### src/hw/rtl/bf5_pkg.sv
// ----------------------------------------------------------------------------
// bf5_pkg
// Shared constants, weight table builders and controller/datapath structs.
// ----------------------------------------------------------------------------
package bf5_pkg;

    localparam int MAX_WIDTH_DEF   = 256;
    localparam int WEIGHT_BITS_DEF = 16;
    localparam int DIM_W           = 9;
    localparam int PIX_W           = 8;
    localparam int MIN_SIZE        = 8;
    localparam int MAX_HEIGHT      = 256;
    localparam int SPATIAL_DEN     = 288;
    localparam int RANGE_DEN       = 800;
    localparam logic [63:0] ONE_Q30 = 64'd1 << 30;

    // Register indexes
    localparam logic REG_WIDTH  = 1'b0;
    localparam logic REG_HEIGHT = 1'b1;

    typedef logic [31:0] wtab_range_t [256];
    typedef logic [31:0] wtab_spatial_t [6];

    // Commands from controller to datapath
    typedef struct packed {
        logic       accept;
        logic [2:0] sel;
        logic       rd_capture;
        logic       commit;
        logic       tap_clear;
        logic       tap_issue;
        logic       div_load;
        logic       div_step;
        logic       out_load;
    } cmd_t;

    // Status from datapath to controller
    typedef struct packed {
        logic drop;
        logic emit;
        logic out_busy;
    } status_t;

    // exp(-f / 2^30) in Q30 by a 21-term series
    function automatic logic [63:0] exp_frac_q30(input logic [63:0] f);
        logic signed [65:0] sum;
        logic [63:0] term;
        int k;
        sum  = 66'(ONE_Q30);
        term = ONE_Q30;
        for (k = 1; k <= 20; k++) begin
            term = ((term * f) >> 30) / 64'(k);
            if (k % 2 == 1)
                sum = sum - $signed({2'b00, term});
            else
                sum = sum + $signed({2'b00, term});
        end
        exp_frac_q30 = (sum > 0) ? sum[63:0] : 64'd0;
    endfunction

    // Apply integer part and round to Q1.wfrac
    function automatic logic [63:0] weight_from(input int n, input logic [63:0] f,
                                                input int wfrac);
        logic [63:0] v;
        logic [63:0] e1;
        int i;
        v  = exp_frac_q30(f);
        e1 = exp_frac_q30(ONE_Q30);
        for (i = 0; i < n; i++) begin
            if (v != 64'd0)
                v = (v * e1) >> 30;
        end
        weight_from = (v + (64'd1 << (29 - wfrac))) >> (30 - wfrac);
    endfunction

    function automatic logic [63:0] spatial_weight(input int num, input int wfrac);
        logic [63:0] f;
        f = (64'(num % SPATIAL_DEN) << 30) / SPATIAL_DEN;
        spatial_weight = weight_from(num / SPATIAL_DEN, f, wfrac);
    endfunction

    function automatic logic [63:0] range_weight(input int num, input int wfrac);
        logic [63:0] f;
        f = (64'(num % RANGE_DEN) << 30) / RANGE_DEN;
        range_weight = weight_from(num / RANGE_DEN, f, wfrac);
    endfunction

    function automatic wtab_range_t build_range_tab(input int wfrac);
        wtab_range_t tab;
        int i;
        for (i = 0; i < 256; i++)
            tab[i] = 32'(range_weight(i * i, wfrac));
        build_range_tab = tab;
    endfunction

    function automatic wtab_spatial_t build_spatial_tab(input int wfrac);
        wtab_spatial_t tab;
        tab[0] = 32'(spatial_weight(0, wfrac));
        tab[1] = 32'(spatial_weight(1, wfrac));
        tab[2] = 32'(spatial_weight(2, wfrac));
        tab[3] = 32'(spatial_weight(4, wfrac));
        tab[4] = 32'(spatial_weight(5, wfrac));
        tab[5] = 32'(spatial_weight(8, wfrac));
        build_spatial_tab = tab;
    endfunction

    // Distance class of a tap from its row and column in the window
    function automatic logic [2:0] tap_class(input logic [2:0] dr, input logic [2:0] dc);
        logic [2:0] ar;
        logic [2:0] ac;
        ar = (dr > 3'd2) ? dr - 3'd2 : 3'd2 - dr;
        ac = (dc > 3'd2) ? dc - 3'd2 : 3'd2 - dc;
        if (ar == 3'd2 && ac == 3'd2)
            tap_class = 3'd5;
        else if (ar == 3'd2 || ac == 3'd2)
            tap_class = (ar == 3'd1 || ac == 3'd1) ? 3'd4 : 3'd3;
        else if (ar == 3'd1 && ac == 3'd1)
            tap_class = 3'd2;
        else if (ar == 3'd1 || ac == 3'd1)
            tap_class = 3'd1;
        else
            tap_class = 3'd0;
    endfunction

endpackage

### src/hw/rtl/bf5_ctrl.sv
// ----------------------------------------------------------------------------
// bf5_ctrl
// Sequencer: line reads, window commit, tap loop, division, output load.
// ----------------------------------------------------------------------------
module bf5_ctrl (
    input  logic             clk,
    input  logic             rst_n,
    input  logic             in_valid,
    output logic             in_ready,
    input  bf5_pkg::status_t status,
    output bf5_pkg::cmd_t    cmd
);

    typedef enum logic [6:0] {
        ST_IDLE   = 7'b0000001,
        ST_RD     = 7'b0000010,
        ST_RDW    = 7'b0000100,
        ST_COMMIT = 7'b0001000,
        ST_CALC   = 7'b0010000,
        ST_DIV    = 7'b0100000,
        ST_LOAD   = 7'b1000000
    } state_t;

    localparam logic [4:0] TAP_LAST   = 5'd24;
    localparam logic [4:0] CALC_LAST  = 5'd26;
    localparam logic [4:0] DIV_LAST   = 5'd8;
    localparam logic [4:0] ROW_LAST   = 5'd4;

    state_t     state_reg, state_next;
    logic [4:0] cnt_reg, cnt_next;

    // Advance state and step count
    always_ff @(posedge clk or negedge rst_n)
    begin
        if (!rst_n)
        begin
            state_reg <= ST_IDLE;
            cnt_reg   <= '0;
        end
        else
        begin
            state_reg <= state_next;
            cnt_reg   <= cnt_next;
        end
    end

    assign in_ready = (state_reg == ST_IDLE);

    // Decode next state and commands
    always_comb
    begin
        state_next = state_reg;
        cnt_next   = cnt_reg;
        cmd        = '0;
        case (state_reg)
            ST_IDLE:
            begin
                if (in_valid && !status.drop)
                begin
                    cmd.accept = 1'b1;
                    cnt_next   = '0;
                    state_next = ST_RD;
                end
            end
            ST_RD:
            begin
                cmd.sel    = cnt_reg[2:0];
                state_next = ST_RDW;
            end
            ST_RDW:
            begin
                cmd.sel        = cnt_reg[2:0];
                cmd.rd_capture = 1'b1;
                if (cnt_reg == ROW_LAST)
                begin
                    state_next = ST_COMMIT;
                end
                else
                begin
                    cnt_next   = cnt_reg + 5'd1;
                    state_next = ST_RD;
                end
            end
            ST_COMMIT:
            begin
                cmd.commit    = 1'b1;
                cmd.tap_clear = 1'b1;
                cnt_next      = '0;
                state_next    = status.emit ? ST_CALC : ST_IDLE;
            end
            ST_CALC:
            begin
                cmd.tap_issue = (cnt_reg <= TAP_LAST);
                if (cnt_reg == CALC_LAST)
                begin
                    cnt_next   = '0;
                    state_next = ST_DIV;
                end
                else
                begin
                    cnt_next = cnt_reg + 5'd1;
                end
            end
            ST_DIV:
            begin
                cmd.div_load = (cnt_reg == '0);
                cmd.div_step = (cnt_reg != '0);
                if (cnt_reg == DIV_LAST)
                begin
                    state_next = ST_LOAD;
                end
                else
                begin
                    cnt_next = cnt_reg + 5'd1;
                end
            end
            ST_LOAD:
            begin
                if (!status.out_busy)
                begin
                    cmd.out_load = 1'b1;
                    state_next   = ST_IDLE;
                end
            end
            default:
            begin
                state_next = ST_IDLE;
            end
        endcase
    end

endmodule

### config.mk
export PLATFORM = sky130hd
export DESIGN_NAME = bf5_ctrl
export DESIGN_NICKNAME = d
export VERILOG_FILES = /design/src/hw/rtl/bf5_pkg.sv /design/src/hw/rtl/bf5_ctrl.sv
export SDC_FILE = /design/constraint.sdc
export NUM_CORES = 1
export LEC_CHECK = 0
export BUFFER_PORTS_ARGS = -buffer_cell sky130_fd_sc_hd__buf_2
export CAP_MARGIN = 20
export CELL_PAD_IN_SITES_DETAIL_PLACEMENT = 1
export CELL_PAD_IN_SITES_GLOBAL_PLACEMENT = 2
export CORE_UTILIZATION = 30
export CTS_CLUSTER_SIZE = 14
export DETAILED_ROUTE_END_ITERATION = 12
export GPL_TIMING_DRIVEN = 0
export PLACE_DENSITY_LB_ADDON = 0.1
export SKIP_CTS_REPAIR_TIMING = 1
export SLEW_MARGIN = 20
export SYNTH_ARGS = -nofsm -noshare
export SYNTH_HDL_FRONTEND = slang
export SYNTH_SLANG_ARGS = --single-unit
export TNS_END_PERCENT = 5
### constraint.sdc
create_clock -name clk -period 2.9 [get_ports clk]
set_input_delay 0.29 -clock clk [delete_from_list [all_inputs] [get_ports clk]]
set_output_delay 0.29 -clock clk [all_outputs]
set_load 0.02 [all_outputs]
### After elaboration in Yosys (flattened, before gate mapping)

Index checks and enable logic that the tools add are counted.

| word-level totals | value |
|---|---|
| bits of input ports | 6 |
| bits in registers | 12 |
| logic and storage cells | 49 |
| output and inout bits | 12 |

| cells by class | value |
|---|---|
| reductions and logical operators | 8 |
| multiplexer cells | 21 |
| add/subtract/negate cells | 1 |
| equal/unequal tests | 16 |
| $lt $le $gt $ge | 1 |

Operators by type and width:

| cell | count |
|---|---|
| 7-bit case mux with 7 select lines | 1 |
| 7-bit two-way mux | 4 |
| 5-bit two-way mux | 5 |
| 5-bit case mux with 5 select lines | 1 |
| 2-bit inequality test (second input constant) | 5 |
| 5-bit nonzero test | 2 |
| 4-bit AND reduction | 2 |
| 7-bit by 1-bit == test with 1-bit output (second input constant) | 1 |
| 7-bit by 2-bit == test with 1-bit output (second input constant) | 1 |
| 7-bit by 3-bit == test with 1-bit output (second input constant) | 1 |
| 7-bit by 4-bit == test with 1-bit output (second input constant) | 1 |
| 7-bit by 5-bit == test with 1-bit output (second input constant) | 1 |
| 7-bit by 6-bit == test with 1-bit output (second input constant) | 1 |
| 7-bit == test (second input constant) | 1 |
| 1-bit two-way mux | 6 |
| 5-bit by 1-bit adder with 5-bit output (second input constant) | 1 |
| 5-bit by 3-bit == test with 1-bit output (second input constant) | 1 |
| 5-bit by 4-bit == test with 1-bit output (second input constant) | 1 |
| 5-bit == test (second input constant) | 1 |
| 5-bit <= comparator (second input constant) | 1 |
| 5-bit zero test | 1 |
| 2-bit two-way mux | 2 |
| 4-bit two-way mux | 1 |
| 3-bit two-way mux | 1 |
| other kinds (4) | 4 |

### Logic depth before layout (Yosys ltp)

| logic depth | value |
|---|---|
| depth after elaboration | 4 |
| mapped depth | 7 |
| gate-level depth less buffers | 7 |

### Least setup slack after synthesis

No wires, ideal clock.

| path | value |
|---|---|
| kind | register -> output |
| from | register state_reg[2] |
| to | output port cmd[0] (netlist bit) |
| path slack | 1.030 ns |
| data arrival time | 1.580 ns |
| cell stages (with the launch flop) | 5 |
| data required time | 2.610 ns |
| path through | dfrtp_1 > buf_6 > nor2_2 > nand3_1 > nor4b_1 |

RTL lines:

| element | RTL line | text |
|---|---|---|
| from (decl) | bf5_ctrl.sv:29 | `state_t state_reg, state_next;` |
| from (signal assigned) | bf5_ctrl.sv:42 | `state_reg <= state_next;` |
| to (decl) | bf5_ctrl.sv:11 | `output bf5_pkg::cmd_t cmd` |

==> results.ini <==
[global_routing]
grt_first_pass_wirelength_mm=4.333
gr-usage-all-layers_pct=17.29
grt_overflow=0
antenna_found_initial=0
grt_pass1_vias=868
grt_max_degree=13

[routing]
drt-pass1-iter-count=4
drcViolationCount=0
viasPerCell=5.076
vias=873
wl_per_cell_um=14.76
drt-initial-drc-count=22
detail-route-antenna-nets=0
routed_wl_mm=2.539

[worst_setup_path]
critical_path_class=flop to primary output
cp.required_ns=2.61
cp.buffers_inverters=2
cp_cell_sequence=nor3_1, and4b_2, buf_4, buf_2
crit_family=simple AND/OR/NAND/NOR gates
endpoint_kind=primary output
worstSetupStartpointType=flop
worstPathMaxFanout=6
cp_slowest_stage_delay_ns=0.60
cp.arrival_ns=2.01
rrSetupSlack_ns=0.85
cp_slowest_cell=nor3_1

[logic_synthesis]
synth_area_sq_um=949.7
synth-warning-count=0
synthesis.nets=115
syn_area_per_cell_sq_um=8.959
synth_seq_cells=12
synthCells=106
seq_area_frac_synth_pct=31.75
synth_cell_types=45

[layout]
diodes=0
fin_nets=138
largest_reg_flops=7
drive_above_1_share_pct=27.34
fillers=375
mostFrequentLayoutCells=buf_2 (18), dfrtp_1 (11), inv_1 (10)
fin_cells=172
final_common_cell=buf_2
area_growth_pct=19.63

[cts]
cts_buffer_depth=2
cts.clk_slew.worst_paths_ns=0.08
clk_latency_ns=0.28
cts_tree=yes
cts_buffers=3
htree_levels=1
cts_sinks=12
cts_root_buffer=clkbuf_4

[power_and_ir_drop]
report.power.total_uw=661.2
max-vdd-ir-drop_uv=211.7
p_leak_nw=0.5056
p_per_area_nw_per_um2=582.0

[floorplan]
die_w_um=58.27
dieArea_sq_um=3395
num_io_pins=18
die_y_um=58.27
start_util_pct=31.36
rows=20
core_sq_um=3028

[hold_path]
min_path_type=input pin to flop

[timing]
clock_skew_ns=0.003273
worst_slew_pin_slew_ns=0.6565
setup_violations=0
tns_ns=0
fmax_ghz=0.4346
hold_violations=0
rsz0062_at_grt=no
max_slew_margin_pct=55.90
fin_crit_ns=2.301
fin_crit_sh_pct=79.35
slew_violations=0

[place]
place_congestion=0.7402
dp_hpwl_mm=1.985
portBuffers=17
placed_cells=167

[run]
drv_cap=0

[outcome]
outcome=complete, no violations

## stage by stage
step | setup slack [ns] | area, sq um | hold WS [ns] | util (%)
2_1_floorplan | 1.030 | 949.7 | -0.005591 | -
3_3_place_gp | 0.8321 | 1090 | 0.1980 | 35.99
3_5_place_dp | 0.8101 | 1090 | 0.2001 | 35.99
4_1_cts | 0.5919 | 1126 | -0.1143 | 37.19
5_1_grt | 0.4296 | 1136 | 0.2277 | 37.52
6_report | 0.5988 | 1136 | 0.2214 | 37.52
## worst paths after layout
| path | start | to | cells past startpoint |
|---|---|---|---|
| setup / recovery | state_reg[1]$_DFFE_PN0P_ | cmd[5] | 4 |
| hold / removal | status[1] | state_reg[4]$_DFFE_PN0P_ | 3 |
| setup reg to reg | cnt_reg[0]$_DFFE_PN0P_ | cnt_reg[1]$_DFFE_PN0P_ | 7 |
| hold reg to reg | cnt_reg[0]$_DFFE_PN0P_ | cnt_reg[0]$_DFFE_PN0P_ | 1 |
| max in group asynchronous | rst_n | state_reg[0]$_DFFE_PN1P_ | 2 |
| min in group asynchronous | rst_n | state_reg[4]$_DFFE_PN0P_ | 2 |
## power by group
group          switching (mW)  internal, mW  leakage [nW]
sequential             0.0389         0.193         0.163
clock                  0.0642        0.0765        0.0210
combinational           0.178         0.110         0.322
total                   0.281         0.380         0.506
## cell type report
| class | count | area [sq um] | area share [%] |
|---|---|---|---|
| multi-input combinational | 80 | 579.3 | 50.99 |
| sequential | 12 | 301.5 | 26.54 |
| timing repair buffer | 18 | 95.09 | 8.370 |
| tap | 44 | 55.05 | 4.846 |
| inverter | 10 | 37.54 | 3.304 |
| clock buffer | 4 | 36.28 | 3.194 |
| buffer | 4 | 31.28 | 2.753 |
## synthesized netlist by cell type (all sizes together)
master   number  area [sq um]
o211a         1         10.01
and4b         1         11.26
o2bb2ai       1         8.760
mux2i         1         10.01
o21a          1         7.510
nor3          6         35.03
o211ai        2         15.01
a2111oi       1         27.53
dfrtp        11         275.3
nand4         2         12.51
a221o         1         10.01
xnor2         1         8.760
nor2b         2         12.51
ha            3         37.54
nand4b        1         8.760
and2b         1         7.510
nand3b        1         7.510
nand2         9         36.29
nand2b        5         31.28
nand3         7         35.03
dfstp         1         26.28
xor2          1         8.760
buf           4         31.27
a21oi         2         10.01
nor4b         3         41.29
a221oi        1         15.01
a31oi         2         12.51
o2111ai       1         15.01
o21ai         4         20.01
o22ai         4         25.02
nor4bb        1         10.01
or3           1         6.260
and2          3         18.77
a211oi        2         15.01
a41oi         1         8.760
nor2          6         25.03
inv          10         37.54
a311oi        1         15.01
## layer usage
metal / wire length [um] / GRT usage, %
met2: 1292 / 29.06
met1: 1148 / 21.63
met3: 51 / 2.679
met5: 0 / 0
met4: 47 / 8.163
## worst register-to-register path: stages, from the launching register on
cell and delay [ns]:
dfrtp_1 0.44, inv_1 0.11, ha_1 0.17, nor4bb_1 0.43
nand4_1 0.24, o211ai_1 0.27, nor2_1 0.14, mux2i_1 0.14
## kinds of logic after synthesis
| family | share of synthesized area, % |
|---|---|
| DFF | 31.75 |
| buffers and inverters | 7.246 |
| and+or+nand+nor | 31.49 |
| xor gates and xnor gates | 1.845 |
| muxes | 1.054 |
| AOI/OAI and AO/OA | 22.66 |
| adders and majority gates | 3.953 |
Note: power is estimated with default switching activity, not from simulation.
